**config.mk**
```make
export PLATFORM = sky130hd
export DESIGN_NAME = cylinder_stroke_controller_top
export DESIGN_NICKNAME = d
export VERILOG_FILES = /design/src/rtl/csc_pkg.sv /design/src/rtl/cylinder_stroke_controller_top.sv /design/src/rtl/csc_cfg_regs.sv /design/src/rtl/csc_step.sv /design/src/rtl/csc_out_buf.sv
export SDC_FILE = /design/constraint.sdc
export NUM_CORES = 1
export LEC_CHECK = 0
export BUFFER_PORTS_ARGS = -buffer_cell sky130_fd_sc_hd__buf_2
export CORE_MARGIN = 2
export CORE_UTILIZATION = 43
export CTS_CLUSTER_SIZE = 10
export DETAILED_ROUTE_END_ITERATION = 8
export PLACE_DENSITY = 0.7
export SYNTH_ARGS = -nofsm -noshare
export SYNTH_HDL_FRONTEND = slang
export SYNTH_SLANG_ARGS = --single-unit
```
**constraint.sdc**
```tcl
create_clock -name clk_i -period 3.2 [get_ports clk_i]
set_input_delay 0.64 -clock clk_i [delete_from_list [all_inputs] [get_ports clk_i]]
set_output_delay 0.64 -clock clk_i [all_outputs]
set_load 0.005 [all_outputs]
```
**src/rtl/csc_pkg.sv**
```systemverilog
// Shared types, codes and constants for the cylinder stroke controller.
// No dependencies; every other file of the block imports this package.
`default_nettype none

package csc_pkg;

  localparam int unsigned LevelW  = 8;
  localparam int unsigned TicksW  = 5;
  localparam int unsigned CfgIdxW = 3;
  localparam int unsigned CfgW    = 8;

  localparam logic [LevelW-1:0] AutoExtendRst  = 8'd235;
  localparam logic [LevelW-1:0] AutoRetractRst = 8'd20;
  localparam logic [LevelW-1:0] ExtendedRst    = 8'd140;
  localparam logic [LevelW-1:0] RelayIdleRst   = 8'd240;
  localparam logic [TicksW-1:0] TimeoutRst     = 5'd20;

  localparam logic [7:0] CmdAck       = 8'd97;
  localparam logic [7:0] CmdManual    = 8'd109;
  localparam logic [7:0] CmdAuto      = 8'd110;
  localparam logic [7:0] CmdExtend    = 8'd111;
  localparam logic [7:0] CmdRetract   = 8'd107;
  localparam logic [7:0] CmdSelLevelA = 8'd114;
  localparam logic [7:0] CmdSelLevelB = 8'd115;

  typedef enum logic [CfgIdxW-1:0] {
    CFG_AUTO_EXTEND  = 3'd0,
    CFG_AUTO_RETRACT = 3'd1,
    CFG_EXTENDED     = 3'd2,
    CFG_RELAY_IDLE   = 3'd3,
    CFG_TIMEOUT      = 3'd4
  } cfg_idx_e;

  typedef enum logic [1:0] {
    PH_IDLE    = 2'd0,
    PH_EXTEND  = 2'd1,
    PH_RETRACT = 2'd2
  } phase_e;

  typedef enum logic [2:0] {
    ST_ACK           = 3'd0,
    ST_PRESSURE_LOW  = 3'd1,
    ST_EXTEND_RELAY  = 3'd2,
    ST_EXTEND_STALL  = 3'd3,
    ST_EXTENDED      = 3'd4,
    ST_RETRACT_RELAY = 3'd5,
    ST_RETRACT_STALL = 3'd6,
    ST_RETRACTED     = 3'd7
  } status_e;

  typedef struct packed {
    logic retract;
    logic extend;
    logic alarm;
  } drive_t;

  typedef struct packed {
    logic [LevelW-1:0] auto_extend_level;
    logic [LevelW-1:0] auto_retract_level;
    logic [LevelW-1:0] extended_level;
    logic [LevelW-1:0] relay_idle_level;
    logic [TicksW-1:0] timeout_ticks;
  } cfg_t;

  typedef struct packed {
    logic              command;
    logic [7:0]        rx_byte;
    logic              pressure_ok;
    logic [LevelW-1:0] level_a;
    logic [LevelW-1:0] extend_sensor;
    logic [LevelW-1:0] retract_sensor;
    logic [LevelW-1:0] retract_relay_sense;
    logic [LevelW-1:0] extend_relay_sense;
    logic [LevelW-1:0] level_b;
  } item_t;

  typedef struct packed {
    logic              manual_mode;
    logic              use_level_b;
    phase_e            phase;
    logic [TicksW-1:0] stroke_ticks;
    drive_t            drive;
  } state_t;

  typedef struct packed {
    logic    has_status;
    status_e status;
    logic    extend_valve;
    logic    retract_valve;
    logic    alarm;
    logic    last;
  } result_t;

endpackage

`default_nettype wire

```
**src/rtl/cylinder_stroke_controller_top.sv**
```systemverilog
// Top level of the pneumatic cylinder stroke controller.
// Depends on csc_pkg, csc_cfg_regs, csc_step and csc_out_buf.
//
// Each input beat is a tick with sensor samples or a received command byte and
// yields one or two result beats; the last one carries last_o. An accepted beat
// is captured in the input register, the step logic updates the mode, phase,
// tick count and drive state, and its results are registered into a two-entry
// output buffer, from which the first result is presented. The block
// takes one beat per cycle while each beat gives one result and the output is
// not stalled; a manual extend or retract command given while idle gives two
// results, and the buffer drains one beat per cycle when not stalled, so such a
// command stalls the input while both of its results are buffered.
`default_nettype none

module cylinder_stroke_controller_top
  import csc_pkg::*;
(
  input  wire logic               clk_i,
  input  wire logic               rst_ni,
  input  wire logic               cfg_we_i,
  input  wire logic [CfgIdxW-1:0] cfg_idx_i,
  input  wire logic [CfgW-1:0]    cfg_wdata_i,
  input  wire logic               in_valid_i,
  output logic                    in_stall_o,
  input  wire logic               command_i,
  input  wire logic [7:0]         rx_byte_i,
  input  wire logic               pressure_ok_i,
  input  wire logic [LevelW-1:0]  level_a_i,
  input  wire logic [LevelW-1:0]  extend_sensor_i,
  input  wire logic [LevelW-1:0]  retract_sensor_i,
  input  wire logic [LevelW-1:0]  retract_relay_sense_i,
  input  wire logic [LevelW-1:0]  extend_relay_sense_i,
  input  wire logic [LevelW-1:0]  level_b_i,
  output logic                    out_valid_o,
  input  wire logic               out_stall_i,
  output logic                    has_status_o,
  output logic [2:0]              status_o,
  output logic                    extend_valve_o,
  output logic                    retract_valve_o,
  output logic                    alarm_o,
  output logic                    last_o
);

  cfg_t    cfg;
  item_t   in_q;
  logic    in_vld_q;
  state_t  st_q, st_d;
  result_t res0, res1, res_out;
  logic    two;
  logic    buf_rdy;
  logic    adv;

  csc_cfg_regs u_cfg (
    .clk_i       (clk_i),
    .rst_ni      (rst_ni),
    .cfg_we_i    (cfg_we_i),
    .cfg_idx_i   (cfg_idx_i),
    .cfg_wdata_i (cfg_wdata_i),
    .cfg_o       (cfg)
  );

  assign adv        = in_vld_q && buf_rdy;
  assign in_stall_o = in_vld_q && !buf_rdy;

  always_ff @(posedge clk_i or negedge rst_ni) begin
    if (!rst_ni) begin
      in_vld_q <= 1'b0;
    end else if (!in_stall_o) begin
      in_vld_q <= in_valid_i;
    end
  end

  always_ff @(posedge clk_i) begin
    if (in_valid_i && !in_stall_o) begin
      in_q.command             <= command_i;
      in_q.rx_byte             <= rx_byte_i;
      in_q.pressure_ok         <= pressure_ok_i;
      in_q.level_a             <= level_a_i;
      in_q.extend_sensor       <= extend_sensor_i;
      in_q.retract_sensor      <= retract_sensor_i;
      in_q.retract_relay_sense <= retract_relay_sense_i;
      in_q.extend_relay_sense  <= extend_relay_sense_i;
      in_q.level_b             <= level_b_i;
    end
  end

  csc_step u_step (
    .item_i  (in_q),
    .state_i (st_q),
    .cfg_i   (cfg),
    .state_o (st_d),
    .res0_o  (res0),
    .res1_o  (res1),
    .two_o   (two)
  );

  always_ff @(posedge clk_i or negedge rst_ni) begin
    if (!rst_ni) begin
      st_q.manual_mode  <= 1'b0;
      st_q.use_level_b  <= 1'b0;
      st_q.phase        <= PH_IDLE;
      st_q.stroke_ticks <= '0;
      st_q.drive        <= '0;
    end else if (adv) begin
      st_q <= st_d;
    end
  end

  csc_out_buf u_out (
    .clk_i       (clk_i),
    .rst_ni      (rst_ni),
    .push_i      (adv),
    .two_i       (two),
    .res0_i      (res0),
    .res1_i      (res1),
    .ready_o     (buf_rdy),
    .out_valid_o (out_valid_o),
    .out_stall_i (out_stall_i),
    .res_o       (res_out)
  );

  assign has_status_o    = res_out.has_status;
  assign status_o        = res_out.status;
  assign extend_valve_o  = res_out.extend_valve;
  assign retract_valve_o = res_out.retract_valve;
  assign alarm_o         = res_out.alarm;
  assign last_o          = res_out.last;

  a_drive_single : assert property (@(posedge clk_i) disable iff (!rst_ni)
    out_valid_o |-> $countones({extend_valve_o, retract_valve_o, alarm_o}) <= 1)
    else $error("more than one drive output active in a result beat");

  a_status_zero : assert property (@(posedge clk_i) disable iff (!rst_ni)
    (out_valid_o && !has_status_o) |-> (status_o == 3'd0))
    else $error("status code present without a status beat");

  a_idle_no_valve : assert property (@(posedge clk_i) disable iff (!rst_ni)
    (st_q.phase == PH_IDLE) |-> (!st_q.drive.extend && !st_q.drive.retract))
    else $error("valve driven while no stroke is running");

  a_stroke_valve : assert property (@(posedge clk_i) disable iff (!rst_ni)
    (st_q.phase == PH_EXTEND) |-> (st_q.drive.extend && !st_q.drive.alarm))
    else $error("extend stroke without its valve driven");

  a_stall_holds_item : assert property (@(posedge clk_i) disable iff (!rst_ni)
    $past(in_stall_o) |-> (in_vld_q && $stable(in_q)))
    else $error("held input item lost or changed while stalled");

endmodule

`default_nettype wire

```
**src/rtl/csc_cfg_regs.sv**
```systemverilog
// Configuration register file for the cylinder stroke controller.
// Depends on csc_pkg for the register index codes and reset values.
`default_nettype none

module csc_cfg_regs
  import csc_pkg::*;
(
  input  wire logic               clk_i,
  input  wire logic               rst_ni,
  input  wire logic               cfg_we_i,
  input  wire logic [CfgIdxW-1:0] cfg_idx_i,
  input  wire logic [CfgW-1:0]    cfg_wdata_i,
  output cfg_t                    cfg_o
);

  cfg_t cfg_q, cfg_d;

  always_comb begin
    cfg_d = cfg_q;
    if (cfg_we_i) begin
      unique case (cfg_idx_i)
        CFG_AUTO_EXTEND:  cfg_d.auto_extend_level  = cfg_wdata_i[LevelW-1:0];
        CFG_AUTO_RETRACT: cfg_d.auto_retract_level = cfg_wdata_i[LevelW-1:0];
        CFG_EXTENDED:     cfg_d.extended_level     = cfg_wdata_i[LevelW-1:0];
        CFG_RELAY_IDLE:   cfg_d.relay_idle_level   = cfg_wdata_i[LevelW-1:0];
        CFG_TIMEOUT:      cfg_d.timeout_ticks      = cfg_wdata_i[TicksW-1:0];
        default:          cfg_d = cfg_q;
      endcase
    end
  end

  always_ff @(posedge clk_i or negedge rst_ni) begin
    if (!rst_ni) begin
      cfg_q.auto_extend_level  <= AutoExtendRst;
      cfg_q.auto_retract_level <= AutoRetractRst;
      cfg_q.extended_level     <= ExtendedRst;
      cfg_q.relay_idle_level   <= RelayIdleRst;
      cfg_q.timeout_ticks      <= TimeoutRst;
    end else begin
      cfg_q <= cfg_d;
    end
  end

  assign cfg_o = cfg_q;

endmodule

`default_nettype wire

```
**src/rtl/csc_step.sv**
```systemverilog
// Combinational step logic: one registered item and the current state give
// the next state and up to two result beats. Depends on csc_pkg.
`default_nettype none

module csc_step
  import csc_pkg::*;
(
  input  item_t   item_i,
  input  state_t  state_i,
  input  cfg_t    cfg_i,
  output state_t  state_o,
  output result_t res0_o,
  output result_t res1_o,
  output logic    two_o
);

  state_t            nxt;
  logic              ack;
  logic              motion;
  logic              want_ext;
  logic              do_start;
  logic              start_ext;
  logic              st_has;
  status_e           st_code;
  logic [LevelW-1:0] level;
  logic              ext_conf;
  logic              ret_conf;
  logic [TicksW:0]   ticks_inc;

  assign level     = state_i.use_level_b ? item_i.level_b : item_i.level_a;
  assign ext_conf  = item_i.extend_sensor >= cfg_i.extended_level;
  assign ret_conf  = item_i.retract_sensor == '0;
  assign ticks_inc = {1'b0, state_i.stroke_ticks} + {{TicksW{1'b0}}, 1'b1};

  always_comb begin
    nxt       = state_i;
    ack       = 1'b0;
    motion    = 1'b0;
    want_ext  = 1'b0;
    do_start  = 1'b0;
    start_ext = 1'b0;
    st_has    = 1'b0;
    st_code   = ST_ACK;
    two_o     = 1'b0;

    if (!item_i.command) begin
      if (state_i.phase == PH_IDLE) begin
        if (!state_i.manual_mode) begin
          if (level > cfg_i.auto_extend_level) begin
            do_start  = 1'b1;
            start_ext = 1'b1;
          end else if (level < cfg_i.auto_retract_level) begin
            do_start  = 1'b1;
            start_ext = 1'b0;
          end
        end
      end else begin
        nxt.stroke_ticks = ticks_inc[TicksW-1:0];
        if (ticks_inc > {1'b0, cfg_i.timeout_ticks}) begin
          st_has = 1'b1;
          if (state_i.phase == PH_EXTEND) begin
            st_code = (item_i.extend_relay_sense > cfg_i.relay_idle_level) ?
                      ST_EXTEND_RELAY : ST_EXTEND_STALL;
          end else begin
            st_code = (item_i.retract_relay_sense > cfg_i.relay_idle_level) ?
                      ST_RETRACT_RELAY : ST_RETRACT_STALL;
          end
          nxt.drive = '{retract: 1'b0, extend: 1'b0, alarm: 1'b1};
          nxt.phase = PH_IDLE;
        end else if (state_i.phase == PH_EXTEND && ext_conf) begin
          st_has    = 1'b1;
          st_code   = ST_EXTENDED;
          nxt.drive = '0;
          nxt.phase = PH_IDLE;
        end else if (state_i.phase == PH_RETRACT && ret_conf) begin
          st_has    = 1'b1;
          st_code   = ST_RETRACTED;
          nxt.drive = '0;
          nxt.phase = PH_IDLE;
        end
      end
    end else begin
      ack = 1'b1;
      unique case (item_i.rx_byte)
        CmdAck:       ack = 1'b1;
        CmdManual:    nxt.manual_mode = 1'b1;
        CmdAuto:      nxt.manual_mode = 1'b0;
        CmdExtend: begin
          motion   = 1'b1;
          want_ext = 1'b1;
        end
        CmdRetract:   motion = 1'b1;
        CmdSelLevelA: nxt.use_level_b = 1'b0;
        CmdSelLevelB: nxt.use_level_b = 1'b1;
        default:      ack = 1'b0;
      endcase
      if (motion && nxt.manual_mode && state_i.phase == PH_IDLE) begin
        two_o     = 1'b1;
        do_start  = 1'b1;
        start_ext = want_ext;
      end
    end

    if (do_start) begin
      if (!item_i.pressure_ok) begin
        st_has  = 1'b1;
        st_code = ST_PRESSURE_LOW;
      end else begin
        nxt.stroke_ticks = '0;
        if (start_ext) begin
          nxt.drive = '{retract: 1'b0, extend: 1'b1, alarm: 1'b0};
          nxt.phase = PH_EXTEND;
          if (ext_conf) begin
            st_has    = 1'b1;
            st_code   = ST_EXTENDED;
            nxt.drive = '0;
            nxt.phase = PH_IDLE;
          end
        end else begin
          nxt.drive = '{retract: 1'b1, extend: 1'b0, alarm: 1'b0};
          nxt.phase = PH_RETRACT;
          if (ret_conf) begin
            st_has    = 1'b1;
            st_code   = ST_RETRACTED;
            nxt.drive = '0;
            nxt.phase = PH_IDLE;
          end
        end
      end
    end
  end

  always_comb begin
    res0_o = '0;
    res1_o = '0;
    if (item_i.command) begin
      res0_o.has_status    = ack;
      res0_o.status        = ST_ACK;
      res0_o.extend_valve  = state_i.drive.extend;
      res0_o.retract_valve = state_i.drive.retract;
      res0_o.alarm         = state_i.drive.alarm;
      res0_o.last          = !two_o;
      res1_o.has_status    = st_has;
      res1_o.status        = st_has ? st_code : ST_ACK;
      res1_o.extend_valve  = nxt.drive.extend;
      res1_o.retract_valve = nxt.drive.retract;
      res1_o.alarm         = nxt.drive.alarm;
      res1_o.last          = 1'b1;
    end else begin
      res0_o.has_status    = st_has;
      res0_o.status        = st_has ? st_code : ST_ACK;
      res0_o.extend_valve  = nxt.drive.extend;
      res0_o.retract_valve = nxt.drive.retract;
      res0_o.alarm         = nxt.drive.alarm;
      res0_o.last          = 1'b1;
    end
  end

  assign state_o = nxt;

endmodule

`default_nettype wire

```
**src/rtl/csc_out_buf.sv**
```systemverilog
// Two-entry result buffer that sends one or two beats per item in order.
// Depends on csc_pkg for the result type.
`default_nettype none

module csc_out_buf
  import csc_pkg::*;
(
  input  wire logic clk_i,
  input  wire logic rst_ni,
  input  wire logic push_i,
  input  wire logic two_i,
  input  result_t   res0_i,
  input  result_t   res1_i,
  output logic      ready_o,
  output logic      out_valid_o,
  input  wire logic out_stall_i,
  output result_t   res_o
);

  logic [1:0] cnt_q, cnt_d;
  result_t    s0_q, s0_d;
  result_t    s1_q, s1_d;
  logic       pop;

  assign out_valid_o = cnt_q != 2'd0;
  assign pop         = out_valid_o && !out_stall_i;
  assign ready_o     = (cnt_q == 2'd0) || (cnt_q == 2'd1 && pop);

  always_comb begin
    cnt_d = cnt_q;
    s0_d  = s0_q;
    s1_d  = s1_q;
    if (push_i) begin
      s0_d  = res0_i;
      s1_d  = res1_i;
      cnt_d = two_i ? 2'd2 : 2'd1;
    end else if (pop) begin
      s0_d  = s1_q;
      cnt_d = cnt_q - 2'd1;
    end
  end

  always_ff @(posedge clk_i or negedge rst_ni) begin
    if (!rst_ni) begin
      cnt_q <= 2'd0;
    end else begin
      cnt_q <= cnt_d;
    end
  end

  always_ff @(posedge clk_i) begin
    s0_q <= s0_d;
    s1_q <= s1_d;
  end

  assign res_o = s0_q;

endmodule

`default_nettype wire

```
==> results.tsv <==
metric	value	unit
CP arrival	3.26	ns
Cell Count, Final, Fillers Out	799	
Reg area	3546	µm²
Crit. End Element	register	
detailed-route DRC error count	0	
CORE AREA	13830	µm²
Post-DP HPWL	8870	µm
endpoints failing setup	0	
P per Cell Area	815.3	nW/µm²
Vias/cell	5.288	
Die X	122.7	µm
Total Routed Length	12240	µm
Leak	3.118	nW
Post-Place Cell Area	6720	µm²
grt ovf	0	
H-tree depth	4	
final cycle utilization of the critical path	93.75	%
count leader, synth	edfxtp_1	
DRT iter0 DRCs	361	
largest net degree at the start of global routing	59	
area share of the largest cell type after synthesis	36.71	%
Multi-input gate area	2308	µm²
top post-synthesis cells by count	74 x edfxtp_1, 50 x nand2_1, 47 x ha_1	
Unique masters post-synth	60	
first-pass GRT wire length	20390	µm
vias post-DR	4225	
outcome	completed	
CP Max Fanout	4	
CP required	3.46	ns
Final GP Congestion	0.8983	
vias in the first global route	4237	
Peak VDD IR	0.4968	mV
ANT cells	0	
syn nets	627	
IO Port Bufs	83	
cell taking the most area after synthesis	edfxtp_1	
Worst Hold Class	input pin to async pin	
gr usage total	17.89	%
Slew @ Worst Pin	0.7228	ns
Area Growth Syn to Fin	20.98	%
Initial Util	43.78	%
syn_area_per_cell	11.96	µm²
Post-CTS Hold Buffers	0	
Setup Crit Path Kind	register to register	
post-route setup TNS	0	ns
wire length per cell	15.32	µm
startpoint types	register	
max-cap viol count	0	
Post-synth EDFFs	74	
post-synthesis sequential area ratio	58.56	%
Mapped Area	6053	µm²
CTS tree	built	
Cells after Synth	506	
top cells by area, synth	edfxtp_1 37%, dfrtp_1 14%, ha_1 9.7%	
share of cells above drive strength 1	27.14	%
final hold viol count	0	
Worst slew margin	51.81	%
CTS max path bufs	2	
Crit-path slowest cell	or3_4	
fmax	333.3	MHz
clk sinks	126	
slowest stage delay, CP	0.44	ns
Root Buffer	clkbuf_16	
Async SR Flop Fraction	41.27	%
Ports	84	
CTS Buf Count	17	
Die ar.	15040	µm²
first drt pass iteration count	5	
most frequent CP cell	o21ai_0	
CP Cell Sequence	ha_2 -> nand3_1 -> xnor2_1 -> ha_1 -> and3_1 -> o21ai_0 -> a21oi_1 -> or3_4 -> a221oi_4 -> buf_4 -> a31oi_1 -> o21ai_0	
Finished Cell Area	7323	µm²
Clk Latency, worst-skew pair	0.41	ns
utilization after layout	52.96	%
Main synth FF type	edfxtp_1	
RSZ-0062 raised after global routing	no	
postcts setup bufs	0	
fillcell total	1198	
clk slew on worst S/H paths	0.05	ns
die span in y	122.7	µm
# nets final	727	
Clock Skews	0.007671	ns
#FFs+latches synth	126	
fin crit period	3.000	ns
Placed Cells	767	
fin. max-slew vios	0	
initial antenna violation count	0	
Ys Warns	0	
Post-Route Hold Slack	0.2143	ns
Antenna Nets Post-Route	0	
Row Count	43	
repair_timing:
| action | 4_1_cts | 5_1_grt |
|---|---|---|
| setup endpoints to repair | 3 | 16 |
| resized for setup | 1 | 6 |
| pin swaps | 0 | 1 |
power by group:
| part | switching (mW) | total [mW] | internal, mW | leakage, nW |
|---|---|---|---|---|
| sequential | 0.205 | 2.49 | 2.28 | 1.30 |
| combinational | 0.952 | 1.63 | 0.676 | 1.54 |
| clock | 0.647 | 1.85 | 1.21 | 0.276 |
| total | 1.80 | 5.97 | 4.17 | 3.12 |
layer usage:
| layer | vias up | global-route usage [%] | share of wire (%) |
|---|---|---|---|
| li1 | 2052 | - | - |
| met1 | 2054 | 21.57 | 43 |
| met2 | 104 | 30.63 | 51 |
| met3 | 15 | 4.507 | 4.5 |
| met4 | 0 | 7.256 | 1.5 |
| met5 | - | 0 | 0 |
sequential cells by signal (all words and copies together) (netlist names):
signal / cells
in_vld_q: 1
in_q: 58
st_q: 12
u_out.s1_q: 8
u_out.res_o: 8
u_cfg.cfg_o: 37
u_out.cnt_q: 2
stage by stage:
stage          power, mW  setup slack, ns
2_1_floorplan      3.573           0.1671
3_3_place_gp       3.994           0.1149
3_5_place_dp       4.092         -0.03906
4_1_cts            5.974          0.06776
5_1_grt            6.371         0.007326
6_report           5.970           0.2001
layout make-up:
type | count | share of cell area (%)
Clock buffer | 22 | 6.065
Timing Repair Buffer | 93 | 6.868
Sequential cell | 126 | 48.42
Inverter | 47 | 2.409
Tap cell | 180 | 3.075
Clock inverter | 10 | 1.640
Multi-Input combinational cell | 321 | 31.52
critical path, delay by kind of cell, from the launching register on:
family          cells  cell delay [ns]
compound gates      5             0.78
xor+xnor            1             0.22
fa+ha+maj           2             0.52
buf+inv             1             0.18
flops               1             0.41
simple gates        3             0.74
cells in the final DEF, fill, tap and decap left out, types with 4 or more instances in the layout:
cell	n
a211oi_1	4
a21o_1	5
a21oi_1	24
a22o_1	4
a31oi_1	7
and3_1	6
buf_2	83
buf_4	9
clkbuf_1	5
clkbuf_16	17
clkinv_1	4
dfrtp_1	34
dfstp_2	17
edfxtp_1	74
ha_1	46
inv_1	46
mux2_2	20
nand2_1	50
nand2b_1	5
nand3_1	10
nand4_1	6
nor2_1	21
nor2b_1	10
o211ai_1	8
o21ai_0	42
o31ai_1	6
path summary, 6_finish.rpt:
path / start / to / slack, ns / cells past startpoint
max: st_q[3] / u_out.res_o[3] / 0.20 / 12
min: rst_ni / u_cfg.cfg_o[17] / 0.21 / 2
max reg2reg: st_q[3] / u_out.res_o[3] / 0.20 / 12
min reg2reg: u_cfg.cfg_o[20] / u_cfg.cfg_o[20] / 0.51 / 2
max in group asynchronous: rst_ni / u_cfg.cfg_o[15] / 2.69 / 2
min in group clk_i: rx_byte_i[4] / in_q[53] / 0.40 / 1
kinds of logic after synthesis:
kind of cell / after synthesis / share of synthesized area [%]
flip-flops: 126 / 58.56
XOR/XNOR: 4 / 0.5789
adder cells (fa/ha/maj): 48 / 9.880
AND/OR/NAND/NOR: 127 / 10.50
buffers and inverters: 59 / 3.948
multiplexers: 23 / 4.299
AO/OA/AOI/OAI: 119 / 12.24
No activity file was read; power rests on OpenSTA's default activity.
